$ cat src/lnled_pkg.sv
// lnled_pkg: shared types, character codes and helpers of the login name line editor
// no dependencies; imported by every module of the block

package lnled_pkg;

    localparam int NAME_LEN_W = 5;

    // input modes
    localparam logic [1:0] MODE_RX   = 2'd0;
    localparam logic [1:0] MODE_NEW  = 2'd1;
    localparam logic [1:0] MODE_READ = 2'd2;

    // status codes
    localparam logic [1:0] ST_EDIT  = 2'd0;
    localparam logic [1:0] ST_DONE  = 2'd1;
    localparam logic [1:0] ST_ABORT = 2'd2;
    localparam logic [1:0] ST_EOF   = 2'd3;

    // configuration register indexes
    localparam logic [2:0] CFG_ERASE  = 3'd0;
    localparam logic [2:0] CFG_KILL   = 3'd1;
    localparam logic [2:0] CFG_EOF    = 3'd2;
    localparam logic [2:0] CFG_IGNORE = 3'd3;
    localparam logic [2:0] CFG_ANYPAR = 3'd4;
    localparam logic [2:0] CFG_ODDPAR = 3'd5;
    localparam logic [2:0] CFG_FAST   = 3'd6;

    // characters
    localparam logic [6:0] CH_NUL  = 7'h00;
    localparam logic [6:0] CH_BS   = 7'h08;
    localparam logic [6:0] CH_LF   = 7'h0a;
    localparam logic [6:0] CH_CR   = 7'h0d;
    localparam logic [6:0] CH_SP   = 7'h20;
    localparam logic [6:0] CH_HASH = 7'h23;
    localparam logic [6:0] CH_AT   = 7'h40;
    localparam logic [6:0] CH_0    = 7'h30;
    localparam logic [6:0] CH_9    = 7'h39;
    localparam logic [6:0] CH_UA   = 7'h41;
    localparam logic [6:0] CH_UZ   = 7'h5a;
    localparam logic [6:0] CH_LA   = 7'h61;
    localparam logic [6:0] CH_LZ   = 7'h7a;
    localparam logic [6:0] CH_TILDE = 7'h7e;

    // reset values of the configuration registers
    localparam logic [6:0] RST_ERASE = 7'd35;
    localparam logic [6:0] RST_KILL  = 7'd64;
    localparam logic [6:0] RST_EOF   = 7'd4;

    // echo sequence of one item
    typedef enum logic [2:0] {
        ECHO_NONE      = 3'd0,
        ECHO_RAW       = 3'd1,
        ECHO_CRLF      = 3'd2,
        ECHO_RAW_CR    = 3'd3,
        ECHO_BSB       = 3'd4,
        ECHO_RAW_CRLF  = 3'd5,
        ECHO_RAW_BLANK = 3'd6
    } t_echo;

    typedef struct packed {
        logic [6:0] erase_char;
        logic [6:0] kill_char;
        logic [6:0] eof_char;
        logic       ignore_ctrl;
        logic       any_parity;
        logic       odd_parity;
        logic       fast_output;
    } t_cfg;

    typedef struct packed {
        logic [1:0] mode;
        logic [7:0] rx_byte;
        logic [3:0] read_index;
    } t_in;

    typedef struct packed {
        logic [7:0]            tx_byte;
        logic                  tx_valid;
        logic                  last;
        logic [1:0]            status;
        logic [NAME_LEN_W-1:0] name_length;
        logic                  saw_upper;
        logic                  saw_lower;
        logic                  saw_digit;
        logic                  cr_ended;
        logic                  reprompt;
        logic [6:0]            name_char;
    } t_out;

    typedef struct packed {
        t_echo                 echo;
        logic [7:0]            raw;
        logic [1:0]            status;
        logic [NAME_LEN_W-1:0] name_length;
        logic                  saw_upper;
        logic                  saw_lower;
        logic                  saw_digit;
        logic                  cr_ended;
        logic                  reprompt;
        logic [6:0]            name_char;
    } t_job;

    function automatic logic [7:0] add_parity(input logic [7:0] b, input logic any_par,
                                              input logic odd_par);
        logic [7:0] v;
        v = b;
        if (!any_par) begin
            v[7] = v[7] | (^b[6:0]);
            v[7] = v[7] ^ odd_par;
        end
        return v;
    endfunction

endpackage

$ cat src/lnled_decode.sv
// lnled_decode: line state, name store and the registered job of one beat
// depends on lnled_pkg

module lnled_decode import lnled_pkg::*; #(
    parameter int NAME_LEN = 16
) (
    input  logic i_clk,
    input  logic i_rst_n,
    input  t_cfg i_cfg,
    input  logic i_in_valid,
    output logic o_in_ready,
    input  t_in  i_in,
    input  logic i_job_done,
    output logic o_job_valid,
    output t_job o_job
);

    localparam int STORE_D = (NAME_LEN < 16) ? NAME_LEN : 16;
    localparam int IW      = $clog2(STORE_D);
    localparam int CW      = $clog2(NAME_LEN + 1);

    logic [6:0]    r_store [STORE_D];
    logic [CW-1:0] r_count, n_count;
    logic          r_upper, n_upper;
    logic          r_lower, n_lower;
    logic          r_digit, n_digit;
    logic          r_closed, n_closed;
    logic          r_job_valid;
    t_job          r_job, n_job;

    logic       accept;
    logic       wr_en;
    logic [6:0] c;

    assign o_in_ready  = !r_job_valid || i_job_done;
    assign accept      = i_in_valid && o_in_ready;
    assign o_job_valid = r_job_valid;
    assign o_job       = r_job;
    assign c           = i_in.rx_byte[6:0];

    always_comb begin
        n_count  = r_count;
        n_upper  = r_upper;
        n_lower  = r_lower;
        n_digit  = r_digit;
        n_closed = r_closed;
        wr_en    = 1'b0;
        n_job    = '0;
        n_job.echo   = ECHO_NONE;
        n_job.raw    = i_in.rx_byte;
        n_job.status = ST_EDIT;
        case (i_in.mode)
            MODE_NEW: begin
                n_count  = '0;
                n_upper  = 1'b0;
                n_lower  = 1'b0;
                n_digit  = 1'b0;
                n_closed = 1'b0;
            end
            MODE_READ: begin
                if (int'(i_in.read_index) < NAME_LEN) begin
                    n_job.name_char = r_store[i_in.read_index[IW-1:0]];
                end
            end
            MODE_RX: begin
                if (!r_closed) begin
                    if (c == CH_NUL) begin
                        n_count = '0;
                        n_upper = 1'b0;
                        n_lower = 1'b0;
                        n_digit = 1'b0;
                        n_job.status = ST_ABORT;
                    end else if (c == i_cfg.eof_char) begin
                        n_closed = 1'b1;
                        n_job.status = ST_EOF;
                    end else if (c == CH_CR || c == CH_LF) begin
                        n_closed = 1'b1;
                        n_job.echo     = ECHO_CRLF;
                        n_job.status   = ST_DONE;
                        n_job.cr_ended = (c == CH_CR);
                    end else if (!(c inside {[CH_LA:CH_LZ], [CH_UA:CH_UZ]}) &&
                                 (c == i_cfg.erase_char || c == CH_HASH || c == CH_BS)) begin
                        if (r_count != '0) begin
                            n_count    = r_count - CW'(1);
                            n_job.echo = i_cfg.fast_output ? ECHO_BSB : ECHO_RAW;
                        end
                    end else if (!(c inside {[CH_LA:CH_LZ], [CH_UA:CH_UZ]}) &&
                                 (c == i_cfg.kill_char || c == CH_AT)) begin
                        if (!i_cfg.fast_output) begin
                            n_job.echo = ECHO_RAW_CRLF;
                        end else if (r_count != '0) begin
                            n_job.echo = ECHO_RAW_BLANK;
                        end else begin
                            n_job.echo = ECHO_RAW_CR;
                        end
                        n_count = '0;
                        n_job.reprompt = 1'b1;
                    end else begin
                        if (c inside {[CH_LA:CH_LZ]}) begin
                            n_lower = 1'b1;
                        end else if (c inside {[CH_UA:CH_UZ]}) begin
                            n_upper = 1'b1;
                        end else if (c inside {[CH_0:CH_9]}) begin
                            n_digit = 1'b1;
                        end
                        if (!(i_cfg.ignore_ctrl && (c <= CH_SP || c > CH_TILDE))) begin
                            if (int'(r_count) < NAME_LEN) begin
                                wr_en   = (int'(r_count) < STORE_D);
                                n_count = r_count + CW'(1);
                            end
                            if (n_count >= CW'(NAME_LEN)) begin
                                n_closed     = 1'b1;
                                n_job.echo   = ECHO_RAW_CRLF;
                                n_job.status = ST_DONE;
                            end else begin
                                n_job.echo = ECHO_RAW;
                            end
                        end
                    end
                end
            end
            default: begin
            end
        endcase
        n_job.name_length = NAME_LEN_W'(n_count);
        n_job.saw_upper   = n_upper;
        n_job.saw_lower   = n_lower;
        n_job.saw_digit   = n_digit;
    end

    always_ff @(posedge i_clk) begin
        if (!i_rst_n) begin
            r_count     <= '0;
            r_upper     <= 1'b0;
            r_lower     <= 1'b0;
            r_digit     <= 1'b0;
            r_closed    <= 1'b0;
            r_job_valid <= 1'b0;
        end else begin
            if (accept) begin
                r_count  <= n_count;
                r_upper  <= n_upper;
                r_lower  <= n_lower;
                r_digit  <= n_digit;
                r_closed <= n_closed;
            end
            if (o_in_ready) begin
                r_job_valid <= i_in_valid;
            end
        end
    end

    always_ff @(posedge i_clk) begin
        if (accept) begin
            r_job <= n_job;
            if (wr_en) begin
                r_store[r_count[IW-1:0]] <= c;
            end
        end
    end

endmodule

$ cat src/lnled_emit.sv
// lnled_emit: walks the echo sequence of a job and drives the result register
// depends on lnled_pkg

module lnled_emit import lnled_pkg::*; #(
    parameter int BLANK_RUN = 37
) (
    input  logic i_clk,
    input  logic i_rst_n,
    input  t_cfg i_cfg,
    input  logic i_job_valid,
    input  t_job i_job,
    output logic o_job_done,
    output logic o_out_valid,
    input  logic i_out_ready,
    output t_out o_out
);

    localparam int SW = $clog2(BLANK_RUN + 3);

    logic [SW-1:0] r_step;
    logic          r_out_valid;
    t_out          r_out, n_out;
    logic [SW-1:0] len_m1;
    logic [7:0]    echo_byte;
    logic          ld;
    logic          at_last;

    assign ld          = !r_out_valid || i_out_ready;
    assign at_last     = (r_step == len_m1);
    assign o_job_done  = i_job_valid && ld && at_last;
    assign o_out_valid = r_out_valid;
    assign o_out       = r_out;

    always_comb begin
        len_m1    = '0;
        echo_byte = 8'(CH_SP);
        case (i_job.echo)
            ECHO_NONE: begin
                echo_byte = '0;
            end
            ECHO_RAW: begin
                echo_byte = i_job.raw;
            end
            ECHO_CRLF: begin
                len_m1    = SW'(1);
                echo_byte = (r_step == '0) ? 8'(CH_CR) : 8'(CH_LF);
            end
            ECHO_RAW_CR: begin
                len_m1    = SW'(1);
                echo_byte = (r_step == '0) ? i_job.raw : 8'(CH_CR);
            end
            ECHO_BSB: begin
                len_m1    = SW'(2);
                echo_byte = (r_step == SW'(1)) ? 8'(CH_SP) : 8'(CH_BS);
            end
            ECHO_RAW_CRLF: begin
                len_m1 = SW'(2);
                if (r_step == '0) begin
                    echo_byte = i_job.raw;
                end else if (r_step == SW'(1)) begin
                    echo_byte = 8'(CH_CR);
                end else begin
                    echo_byte = 8'(CH_LF);
                end
            end
            ECHO_RAW_BLANK: begin
                len_m1 = SW'(BLANK_RUN + 2);
                if (r_step == '0) begin
                    echo_byte = i_job.raw;
                end else if (r_step == SW'(1) || r_step == len_m1) begin
                    echo_byte = 8'(CH_CR);
                end else begin
                    echo_byte = 8'(CH_SP);
                end
            end
            default: begin
                echo_byte = '0;
            end
        endcase
    end

    always_comb begin
        n_out             = '0;
        n_out.tx_valid    = (i_job.echo != ECHO_NONE);
        n_out.tx_byte     = n_out.tx_valid ?
                            add_parity(echo_byte, i_cfg.any_parity, i_cfg.odd_parity) : 8'd0;
        n_out.last        = at_last;
        n_out.status      = i_job.status;
        n_out.name_length = i_job.name_length;
        n_out.saw_upper   = i_job.saw_upper;
        n_out.saw_lower   = i_job.saw_lower;
        n_out.saw_digit   = i_job.saw_digit;
        n_out.cr_ended    = i_job.cr_ended;
        n_out.reprompt    = i_job.reprompt;
        n_out.name_char   = i_job.name_char;
    end

    always_ff @(posedge i_clk) begin
        if (!i_rst_n) begin
            r_step      <= '0;
            r_out_valid <= 1'b0;
        end else if (ld) begin
            r_out_valid <= i_job_valid;
            if (i_job_valid) begin
                r_step <= at_last ? '0 : r_step + SW'(1);
            end
        end
    end

    always_ff @(posedge i_clk) begin
        if (ld && i_job_valid) begin
            r_out <= n_out;
        end
    end

endmodule

$ cat src/login_name_line_editor_unit.sv
// login_name_line_editor_unit: top level, configuration registers and assertions
// depends on lnled_pkg, lnled_decode, lnled_emit
// path: a taken input beat is registered as a job in lnled_decode, each result beat in lnled_emit
// throughput: one result beat per cycle unless i_out_ready stalls it; an item with n result beats
// (1 to BLANK_RUN+3) holds the echo sequencer until its last beat leaves, when the next item enters
// reset: synchronous active low; clears line state, flags and config to defaults, not the name store

module login_name_line_editor_unit import lnled_pkg::*; #(
    parameter int NAME_LEN  = 16,
    parameter int BLANK_RUN = 37
) (
    input  logic       i_clk,
    input  logic       i_rst_n,
    input  logic       i_cfg_wr_en,
    input  logic [2:0] i_cfg_idx,
    input  logic [6:0] i_cfg_wdata,
    input  logic       i_in_valid,
    output logic       o_in_ready,
    input  t_in        i_in,
    output logic       o_out_valid,
    input  logic       i_out_ready,
    output t_out       o_out
);

    t_cfg r_cfg;
    logic w_job_valid;
    logic w_job_done;
    t_job w_job;

    always_ff @(posedge i_clk) begin
        if (!i_rst_n) begin
            r_cfg.erase_char  <= RST_ERASE;
            r_cfg.kill_char   <= RST_KILL;
            r_cfg.eof_char    <= RST_EOF;
            r_cfg.ignore_ctrl <= 1'b0;
            r_cfg.any_parity  <= 1'b1;
            r_cfg.odd_parity  <= 1'b0;
            r_cfg.fast_output <= 1'b1;
        end else if (i_cfg_wr_en) begin
            case (i_cfg_idx)
                CFG_ERASE:  r_cfg.erase_char  <= i_cfg_wdata;
                CFG_KILL:   r_cfg.kill_char   <= i_cfg_wdata;
                CFG_EOF:    r_cfg.eof_char    <= i_cfg_wdata;
                CFG_IGNORE: r_cfg.ignore_ctrl <= i_cfg_wdata[0];
                CFG_ANYPAR: r_cfg.any_parity  <= i_cfg_wdata[0];
                CFG_ODDPAR: r_cfg.odd_parity  <= i_cfg_wdata[0];
                CFG_FAST:   r_cfg.fast_output <= i_cfg_wdata[0];
                default: begin
                end
            endcase
        end
    end

    lnled_decode #(
        .NAME_LEN(NAME_LEN)
    ) u_decode (
        .i_clk      (i_clk),
        .i_rst_n    (i_rst_n),
        .i_cfg      (r_cfg),
        .i_in_valid (i_in_valid),
        .o_in_ready (o_in_ready),
        .i_in       (i_in),
        .i_job_done (w_job_done),
        .o_job_valid(w_job_valid),
        .o_job      (w_job)
    );

    lnled_emit #(
        .BLANK_RUN(BLANK_RUN)
    ) u_emit (
        .i_clk      (i_clk),
        .i_rst_n    (i_rst_n),
        .i_cfg      (r_cfg),
        .i_job_valid(w_job_valid),
        .i_job      (w_job),
        .o_job_done (w_job_done),
        .o_out_valid(o_out_valid),
        .i_out_ready(i_out_ready),
        .o_out      (o_out)
    );

    // no new input beat while the current echo sequence still has beats to go
    a_hold_input: assert property (@(posedge i_clk) disable iff (!i_rst_n)
        (w_job_valid && !w_job_done) |-> !o_in_ready)
        else $error("input taken while echo sequence pending");

    // a non-final beat is followed at once by another beat of the same item
    a_seq_cont: assert property (@(posedge i_clk) disable iff (!i_rst_n)
        (o_out_valid && i_out_ready && !o_out.last) |=>
        (o_out_valid && o_out.status == $past(o_out.status) &&
         o_out.name_length == $past(o_out.name_length)))
        else $error("echo sequence broken");

    // a beat without echo byte is always the only beat of its item
    a_silent_last: assert property (@(posedge i_clk) disable iff (!i_rst_n)
        (o_out_valid && !o_out.tx_valid) |-> (o_out.last && o_out.tx_byte == 8'd0))
        else $error("silent beat not final");

endmodule
$ cat config.mk
export PLATFORM = sky130hd
export DESIGN_NAME = login_name_line_editor_unit
export DESIGN_NICKNAME = d
export VERILOG_FILES = /design/src/lnled_pkg.sv /design/src/lnled_decode.sv /design/src/lnled_emit.sv /design/src/login_name_line_editor_unit.sv
export SDC_FILE = /design/constraint.sdc
export NUM_CORES = 1
export LEC_CHECK = 0
export ABC_AREA = 1
export BUFFER_PORTS_ARGS = -buffer_cell sky130_fd_sc_hd__buf_2
export CELL_PAD_IN_SITES_DETAIL_PLACEMENT = 1
export CELL_PAD_IN_SITES_GLOBAL_PLACEMENT = 2
export CORE_UTILIZATION = 44
export CTS_BUF_LIST = sky130_fd_sc_hd__clkbuf_4
export CTS_CLUSTER_SIZE = 8
export DETAILED_ROUTE_END_ITERATION = 8
export GPL_ROUTABILITY_DRIVEN = 0
export PLACE_DENSITY_LB_ADDON = 0.3
export SKIP_LAST_GASP = 1
export SYNTH_ARGS = -nofsm -noshare
export SYNTH_HDL_FRONTEND = slang
export SYNTH_HIERARCHICAL = 1
export SYNTH_SLANG_ARGS = --single-unit
$ cat constraint.sdc
create_clock -name i_clk -period 5.4 [get_ports i_clk]
set_input_delay 0.54 -clock i_clk [delete_from_list [all_inputs] [get_ports i_clk]]
set_output_delay 0.54 -clock i_clk [all_outputs]
set_load 0.01 [all_outputs]
Word level (Yosys, flattened, before mapping):

Memory sizes are Yosys's and may differ from the RTL's. A register that Yosys moved wholly into a read port is not among the register bits.
Cells that the tools add are included.

* flip-flop bits (word level): 94
* bits in writable memories: 112
* logic and storage cells: 221
* memories kept: 1

Memory list
* u_decode.r_store: words 16, bits a word 7, read ports 1, clocked after memory_dff 1, wr ports 1, line lnled_decode.sv:22 `logic [6:0] r_store [STORE_D];`

* eq/ne operators: 25
* reductions and logical operators: 47
* $lt $le $gt $ge: 10
* bitwise gates (word level): 4
* muxes and demuxes: 94
* $add $sub $neg: 3

Operators with widths (number)
* 2-to-1 mux 5 bit: 17
* one-hot mux 8 bit (6 select lines): 1
* 2-to-1 mux 1 bit: 47
* 2-to-1 mux 3 bit: 10
* 2-to-1 mux 8 bit: 3
* equality test 7 x 4 -> 1 bit (second input constant): 3
* equality test 7 bit: 3
* equality test 3 bit (second input constant): 6
* 2-to-1 mux 6 bit: 3
* one-hot mux 6 bit (3 select lines): 1
* AND reduction 2 bit: 9
* greater-or-equal comparator 7 bit (second input constant): 2
* less-or-equal comparator 7 x 6 -> 1 bit (second input constant): 2
* less-or-equal comparator 7 bit (second input constant): 2
* 2-to-1 mux 2 bit: 7
* equality test 3 x 2 -> 1 bit (second input constant): 4
* one-hot mux 5 bit (2 select lines): 1
* OR reduction 5 bit: 2
* logical AND 1 bit: 9
* logical OR 1 bit: 8
* one-hot mux 1 bit (2 select lines): 4
* equality test 7 x 6 -> 1 bit (second input constant): 1
* equality test 7 bit (second input constant): 1
* greater-or-equal comparator 7 x 6 -> 1 bit (second input constant): 1
* 28 further kinds: 36

Depth between registers and ports, before layout:

Gate-level depths: netlist (run 1).

* word-level depth: 22
* mapped depth: 20
* depth with buffers taken out: 20

Modules after synthesis:

Netlist (run 1), hierarchy kept.

Modules (own cells, without submodules)
* lnled_decode: times used 1, cells each 700, area an instance 7220.7 µm²
* lnled_emit: times used 1, cells each 187, area an instance 1793.0 µm²
* login_name_line_editor_unit: times used 1, cells each 152, area an instance 1047.3 µm²

Worst setup path after synthesis (run 1):

OpenSTA, ideal clock, no wires.

* kind: register to register
* from: register u_decode.r_job, in the netlist u_decode/o_job[28]
* to: memory u_decode.r_store[15][0] (enable)
* slack: 2481 ps
* library setup time: 390 ps
* arrival: 2529 ps
* buffers on the path: 0
* required time: 5010 ps
* cell stages (with the launch flop): 13
* path through: edfxtp_1 inv_2 o21ai_1 xor2_1 o2111a_1 nand2_1 nor2_1 inv_1 nand2_1 nand2_1 inv_1 nand4_2 nor4_1

* word-level cells in the longest chain between the ends: 9

RTL lines
* start: declaration: line lnled_decode.sv:29 `t_job r_job, n_job;`
* start signal: assignment: line lnled_decode.sv:155 `r_job <= n_job;`
* equality test 3 bit / equality test 3 x 2 -> 1 bit (equally long branches): line lnled_emit.sv:37 `case (i_job.echo)`
* OR reduction 2 bit (no source line)
* one-hot mux 6 bit (3 select lines) (*): line lnled_emit.sv:37
* equality test 6 bit (*): line lnled_emit.sv:29 `assign at_last = (r_step == len_m1);`
* logical AND 1 bit (*): line lnled_emit.sv:30 `assign o_job_done = i_job_valid && ld && at_last;`
* named net w_job_done: line login_name_line_editor_unit.sv:27 `logic w_job_done;`
* logical OR 1 bit (*): line lnled_decode.sv:35 `assign o_in_ready = !r_job_valid || i_job_done;`
* named net o_in_ready: line login_name_line_editor_unit.sv:18 `output logic o_in_ready,`
* logical AND 1 bit (*): line lnled_decode.sv:36 `assign accept = i_in_valid && o_in_ready;`
* 2-to-1 mux 1 bit (*): line lnled_decode.sv:154 `if (accept) begin`
* 2-to-1 mux 1 bit (not written as such) (*): line lnled_decode.sv:157 `r_store[r_count[IW-1:0]] <= c;`
* end: declaration: line lnled_decode.sv:22

The timed path passes the listed nets; every way through them passes the cells marked *.

Final worst setup path (run 1):

* from: register u_decode.r_job, in the netlist u_decode/o_job[28]
* to: memory u_decode.r_store[11][3] (enable)

* word-level cells in the longest chain between the ends: 9

RTL lines (line)
* equality test 3 bit / equality test 3 x 2 -> 1 bit (equally long branches): lnled_emit.sv:37
* OR reduction 2 bit (no source line)
* one-hot mux 6 bit (3 select lines) (*): lnled_emit.sv:37
* equality test 6 bit (*): lnled_emit.sv:29
* logical AND 1 bit (*): lnled_emit.sv:30
* named net w_job_done: login_name_line_editor_unit.sv:27
* logical OR 1 bit (*): lnled_decode.sv:35
* logical AND 1 bit (*): lnled_decode.sv:36
* 2-to-1 mux 1 bit (*): lnled_decode.sv:154
* 2-to-1 mux 1 bit (not written as such) (*): lnled_decode.sv:157

Marks and branches as above.

==> impl_results.md, run 1 <==
* Max FO, Critical Path at 7
* Slew Limit Fails at 0
* Leading area contributor after synthesis: edfxtp_1
* Status: finished, final reports clean
* Critical path class: reg2reg
* CP max stage delay at 0.56 ns
* Die Width at 153.2 um
* Wire length per cell at 18.24 um
* Post-Synthesis Net Count at roughly 1100
* Detailed placer's ending HPWL at 18320 um
* Internal power at 2.843 mW
* Routed vias at about 7800
* Final min period at 3.243 ns
* Setup TNS at 0 ns
* Synth top area share at 51.04%
* Cell row count at 54
* Post-CTS Setup Repair Bufs at 0
* Layout cells sized above 1 at 19.66%
* Drt drc at 0
* Seq cells post-synth at approximately 210
* Most common cell after layout, fill and taps aside: nand2_1
* Port Buffer Count at roughly 60
* Vias in the first global route at slightly above 8000
* Placed Cells at 1348
* Pre-CTS setup slack at between 2 and 2.5 ns
* DR vias/cell at 5.328
* Synth Area per Inst at 9.683 um2
* Most frequent cells in the layout: nand2_1 (207), edfxtp_1 (171), nor2_1 (146), clkbuf_4 (90), o21ai_0 (85)
* Initial Util at 45.54%
* Max clock buf depth at 3
* Final wirelength at 26550 um
* Metal2 WL at 12820 um
* Worst skew pair latency at 0.68 ns
* Met3 Routed Length at between 1000 and 1500 um
* Sequential area share after synthesis at 59.40%
* Hold Crit Depth at 3
* Final Core Density at 51.69%
* GRT Residual Overflow at 0
* Async SR Flop Fraction at 0%
* Relative slew margins at between 40% and 50%
* Final setup viols at 0
* CTS buffer count at 57
* Crit path capture type: flop
* Final worst setup slack at 2.157 ns
* Slowest cell on crit path: nor2_1
* Final Non-Filler Cells at 1456
* Worst-path cell chain: inv_2, o21ai_1, xor2_1, o2111a_1, nand2_1, nor2_1, inv_1, nand2_1, nand2_1, inv_1, nand4_2, nor2_8, nand2_2, nor2_1
* Syn. warnings at 6
* Number of fill cells at 2546
* Clk_skew at 0.02328 ns
* P_sw at 0.9583 mW
* CP delay by family, top: simple AND/OR/NAND/NOR gates
* Core box area at 22090 um2
* F_max at 0.3084 GHz
* Post-synth EDFFs at between 150 and 200
* Max Used Layer: met4
* First-pass GRT wire length at 42720 um
* Worst path arrival time at 3.54 ns
* Die ar. at between 20000 and 25000 um2
* Cts repair resizes at 0
* RSZ-0062 raised after global routing: no
* Post-Syn Instances at ~1000
* Detailed Routing Iterations Pass 1 at 7
* Synth unique cells at 47
* Startpoint Class: flop
* Sw frac at 25.21%
* Post-route clock period utilization at 60.05%
* Post-synthesis instance area at 10060 um2
* Slew @ Worst Pin at 0.8330 ns
* Met1 WL at approximately 12000 um
* CTS Root Cell: clkbuf_4
* Final layout net count at around 1200
* Hold WC Path Type: in2reg
* WP depth at 14
* Top post-synthesis cells by area: edfxtp_1 (51%), dfxtp_1 (8.4%), nand2_1 (7.7%)
* Pwr Density at 332.9 nW/um2
* CTS tree: built
* Worst vdd ir at roughly 0.14 mV
* DRT antenna net count at 0
* Part of the power in the clock network at 41.5%
* Most common flop cell mapped by yosys: edfxtp_1
* Worst-path clk slew at 0.07 ns
* Critical path required time at 5.70 ns
* CTS Sinks at 213
* Sequential Power Share at between 40% and 50%
* I/O pins at 60
* Max Cap Viol at 0
* Combinational share of power at approximately a tenth
* # H-tree levels at 2
* Initial antenna violation count at 1
* Area grow syn2layout at 13.52%
* Leakage power at 4.614 nW
* CTS Hold Bufs at 1
* Initial DRC Count at 449
* GR Util All Layers at between 20% and 30%
* FF-to-FF path depth at 14
* Hold Fails Final Rpt at 0
* DIE HEIGHT at 153.2 um
* Worst path bufs/invs at 3
* Most frequent CP cell: nand2_1
* Largest net degree at the start of global routing at 58
==> layout make-up <==
cell class,instances,area (um2),area share (%)
tap,280,350.3,3.067
inverter,102,382.9,3.352
clock inverter,16,150.1,1.315
timing repair buffer,67,357.8,3.133
clock buffer,90,675.6,5.916
sequential,213,5976,52.32
multi-input combinational,687,3526,30.87
antenna,1,2.502,0.02191
==> sequential cells by signal (all words and copies together) (netlist names) <==
name / flops
r_cfg: 25
u_decode/o_job: 30
u_decode/o_job_valid: 1
u_decode/r_closed: 1
u_decode/r_count: 5
u_decode/r_digit: 1
u_decode/r_lower: 1
u_decode/r_store: 112
u_decode/r_upper: 1
u_emit/o_out: 29
u_emit/o_out_valid: 1
u_emit/r_step: 6
==> cell usage after synthesis (3+ instances only) <==
| cell type | n |
|---|---|
| nand2_2 | 15 |
| buf_2 | 9 |
| nand2_4 | 8 |
| nand3_1 | 74 |
| nor2_4 | 7 |
| nor4_1 | 3 |
| xor2_1 | 13 |
| dfxtp_1 | 42 |
| nand4_1 | 5 |
| edfxtp_1 | 171 |
| nor2_2 | 6 |
| o221ai_1 | 18 |
| ha_1 | 8 |
| inv_1 | 83 |
| o22ai_1 | 10 |
| a21boi_0 | 3 |
| or2_0 | 3 |
| nor3_1 | 3 |
| o21ai_0 | 85 |
| xnor2_1 | 8 |
| o21ai_1 | 3 |
| clkbuf_1 | 21 |
| nand2_1 | 207 |
| buf_4 | 5 |
| a21oi_1 | 29 |
| nor2_1 | 146 |
| o211ai_1 | 11 |
| inv_2 | 18 |
==> through the flow <==
| step | hold WS (ns) | area, um2 | total power, mW |
|---|---|---|---|
| 3_3_place_gp | 0.4015 | 10580 | 2.254 |
| 4_1_cts | 0.006039 | 11420 | 3.855 |
| 6_report | 0.08191 | 11420 | 3.801 |
| 5_1_grt | 0.03459 | 11420 | 3.967 |
| 3_5_place_dp | 0.4066 | 10580 | 2.265 |
| 2_1_floorplan | 0.4003 | 10060 | 2.132 |
==> power by group through the flow <==
stage,sequential (mW),clock [mW],combinational [mW]
after floorplan,1.89,0,0.238
after global placement,1.89,0,0.365
after detailed placement,1.89,0,0.373
after CTS,1.86,1.62,0.375
after global routing,1.86,1.69,0.413
final,1.86,1.58,0.369
==> metal layers <==
layer / up-vias / GRT usage, %
li1: 3746 / -
met1: 3802 / 30.65
met2: 167 / 39.49
met3: 43 / 3.544
met4: 0 / 8.033
met5: - / 0
==> tightest hold or removal path, cell delays in order <==
cell,delay [ns]
buf_2,0.09
nand2_1,0.05
nand3_1,0.05
==> worst paths after layout <==
path	from	to	slack (ns)
worst max-delay path	u_decode/o_job[28]	u_decode/r_store[11][3]	2.16
worst min-delay path	i_cfg_wdata[6]	r_cfg[17]	0.08
worst max register to register	u_decode/o_job[28]	u_decode/r_store[11][3]	2.16
worst min register to register	u_decode/o_job[12]	u_emit/o_out[12]	0.42
==> cells by family (layout without fill, tap and decap cells) <==
logic type / after synthesis / count (layout) / share of synthesized area (%)
other: 0 / 1 / 0
AOI/OAI and AO/OA: 170 / 170 / 10.06
DFF: 213 / 213 / 59.40
and+or+nand+nor: 488 / 488 / 22.16
buffers and inverters: 139 / 275 / 5.559
adders and majority gates: 8 / 8 / 0.9949
xor gates and xnor gates: 21 / 21 / 1.828
No activity file was read; power rests on OpenSTA's default activity.
==> run 2: changes to the inputs <==
Settings changed: CORE_UTILIZATION 44 to 41.
Clock period 5.4 ns to 3 ns, I/O delays scaled along.
==> run 2 against run 1 <==
Against the previous run:
- worst hold slack got worse by 0.036 ns
- core utilization decreased by 1.8 points
- via count increased by 0.98%
- largest power group unchanged
- setup slack got worse by 1.9 ns
- design area increased by 3.7%
- clock-buffer cell count decreased by 18
- combinational power increased by 94%
- total power increased by 81%
- first-iteration DRC count increased by 0.67%
- highest routed layer unchanged
- die area increased by 7.2%
==> impl_results.md, run 2 (synthesis gave the netlist of run 1 again) <==
* Slew @ Worst Pin at 0.7512 ns (-0.08177 ns)
* Max Used Layer: met4
* Worst skew pair latency at 0.68 ns (about the same)
* Initial DRC Count at 452 (+0.67%)
* Critical path class: reg2reg
* First-pass GRT wire length at 44200 um (+3.5%)
* Worst-path clk slew at 0.06 ns (about the same)
* Post-Layout Inst Area at 11850 um2 (+3.7%)
* Worst path bufs/invs at 6 (+3)
* Placed inst area at 10860 um2 (+2.6%)
* Number of flip-flops under the largest register name at 112 (unchanged)
* DRT antenna net count at 0 (unchanged)
* Met1 WL at 12530 um (+2.7%)
* CP delay by family, top: buffers and inverters
* GRT Residual Overflow at 0 (unchanged)
* Hold Fails Final Rpt at 0 (unchanged)
* Startpoint Class: flop
* DR vias/cell at 5.084 (-4.6%)
* Final wirelength at 27850 um (+4.9%)
* Max clock buf depth at 3 (unchanged)
* Clk_skew at 0.03475 ns (+0.01147 ns)
* Reg2reg end: u_decode/r_closed
* Sequential Power Share at 48.5% (-0.3 points)
* Slew Limit Fails at 0 (unchanged)
* Combinational share of power at 10.4% (+0.7 points)
* Slowest cell on crit path: dlygate4sd3_1
* Layout cells sized above 1 at 21.46% (+1.8 points)
* Die Width at 158.7 um (+3.5%)
* CTS tree: built
* CP max stage delay at 0.54 ns (-0.02 ns)
* Pre-CTS setup slack at 0.2712 ns (-1.753 ns)
* CTS buffer count at 56 (-1.8%)
* Final Core Density at 49.88% (-1.8 points)
* Routed vias at 7834 (+0.98%)
* Leakage power at 4.848 nW (+5.1%)
* Hold WC Path Type: in2reg
* Crit path launch: u_decode/o_job[28]
* Crit path to: u_decode/r_closed
* Drt drc at 0 (unchanged)
* CTS Root Cell: clkbuf_4
* Die ar. at 25170 um2 (+7.2%)
* # H-tree levels at 2 (unchanged)
* Area grow syn2layout at 17.77%
* Setup TNS at 0 ns (unchanged)
* Worst path arrival time at 3.29 ns (-0.25 ns)
* Worst vdd ir at 0.2610 mV (+85%)
* Post-route clock period utilization at 91.57% (+32 points)
* DIE HEIGHT at 158.7 um (+3.5%)
* FF-to-FF setup slack at 0.25 ns (-1.90 ns)
* Initial antenna violation count at 1 (unchanged)
* Max FO, Critical Path at 6 (-1)
* Most frequent cells in the layout: nand2_1 (207), edfxtp_1 (171), nor2_1 (146), o21ai_0 (85), inv_1 (82)
* GR Util All Layers at 23.40% (+0.024 points)
* Most common cell after layout, fill and taps aside: nand2_1
* Detailed Routing Iterations Pass 1 at 4 (-3)
* CTS Sinks at 213 (unchanged)
* Port Buffer Count at 59 (unchanged)
* Status: finished, final reports clean
* FF-to-FF path depth at 16 (+2)
* Pwr Density at 579.9 nW/um2 (+74%)
* Final worst setup slack at 0.2529 ns (-1.904 ns)
* Met3 Routed Length at 1285 um (+27%)
* Relative slew margins at 49.86% (+5.5 points)
* Core box area at 23750 um2 (+7.5%)
* Most frequent CP cell: nand2_1
* Largest net degree at the start of global routing at 57 (-1.7%)
* Final min period at 2.747 ns (-0.4959 ns)
* Detailed placer's ending HPWL at 19820 um (+8.2%)
* Cell row count at 56 (+3.7%)
* Wire length per cell at 18.07 um (-0.91%)
* Internal power at 5.109 mW (+80%)
* Vias in the first global route at 8149 (+0.82%)
* Sw frac at 25.66% (+0.45 points)
* Final layout net count at 1211 (+3.9%)
* Crit path capture type: flop
* Reg-to-reg startpoint: u_decode/o_job[28]
* F_max at 0.3640 GHz (+18%)
* P_sw at 1.763 mW (+84%)
* Critical path required time at 3.55 ns (-2.15 ns)
* Max Cap Viol at 0 (unchanged)
* Part of the power in the clock network at 41.1% (-0.4 points)
* Initial Util at 42.36% (-3.2 points)
* WP depth at 16 (+2)
* Final setup viols at 0 (unchanged)
* Metal2 WL at 13430 um (+4.7%)
* Worst-path cell chain: buf_4, nand3_1, inv_1, o21ai_0, o2111a_1, nand2_1, nor2_1, inv_1, nand2_1, nand2_1, buf_4, nor2_1, inv_2, o21ai_0, a21oi_1, dlygate4sd3_1
* I/O pins at 60 (unchanged)
-- run 2: cell types whose count changed in the layout (fill, tap and decap cells not counted), moves of 2 or more --
cell / delta
clkinv_2: +10
inv_2: +3
clkbuf_4: -18
bufinv_16: +2
clkinv_1: +4
buf_4: +34
dlygate4sd3_1: +13
-- run 2: area by class of cell --
type / count / area, um2
fillers: 2702 / 11900
clock inverters: 33 / 275.3
flip-flops and latches: 213 / 5976
inverters: 102 / 382.9
well taps: 319 / 399.1
clock buffers: 72 / 540.5
multi-input cells: 687 / 3530
repair buffers: 114 / 743.2
diodes: 1 / 2.502
-- run 2: timing repair --
item                                    in CTS  in global routing
gates resized for setup                      0                  2
hold buffers                                14                  0
setup buffers                                0                  4
endpoints found under the setup margin       0                 56
endpoints found under the hold margin       25                  0
-- run 2: power by group through the flow --
stage               Sequential (mW)  Combinational (mW)  Clock, mW
detailed placement             3.40               0.696          0
floorplan                      3.41               0.428          0
CTS                            3.34               0.713       2.91
finish                         3.33               0.715       2.82
global placement               3.40               0.685          0
global route                   3.34               0.806       3.05
-- run 2: tightest hold or removal path: cells and delay by family --
family	cells	cell delay (ns)
simple gates	2	0.16
buf+inv	1	0.11
compound gates	1	0.11
-- run 2: worst min-delay path by stage --
stage / slack [ns] / start / endpoint / cells past startpoint
after floorplan: 0.40 / i_in[4] / u_decode/o_job[19] / 0
after global placement: 0.40 / u_decode/o_job[3] / u_emit/o_out[3] / 0
after detailed placement: 0.41 / u_decode/o_job[15] / u_emit/o_out[15] / 0
after CTS: 0.003 / i_cfg_wr_en / r_cfg[2] / 4
after global routing: 0.03 / i_in[6] / u_decode/r_store[12][2] / 1
final: 0.05 / i_cfg_wr_en / r_cfg[2] / 4
-- run 2: stage by stage --
step           power (mW)  hold slack, ns  std cells
3_3_place_gp        4.083          0.4031       1417
5_1_grt             7.196         0.03423       1541
3_5_place_dp        4.098          0.4057       1417
4_1_cts             6.959        0.002902       1536
2_1_floorplan       3.838          0.3989       1039
6_report            6.872         0.04584       1541
-- run 2: routing by layer --
layer	global-route usage [%]	vias to the layer above
met5	0	-
met4	8.425	0
met3	3.647	52
met2	39.45	190
met1	30.41	3756
li1	-	3836
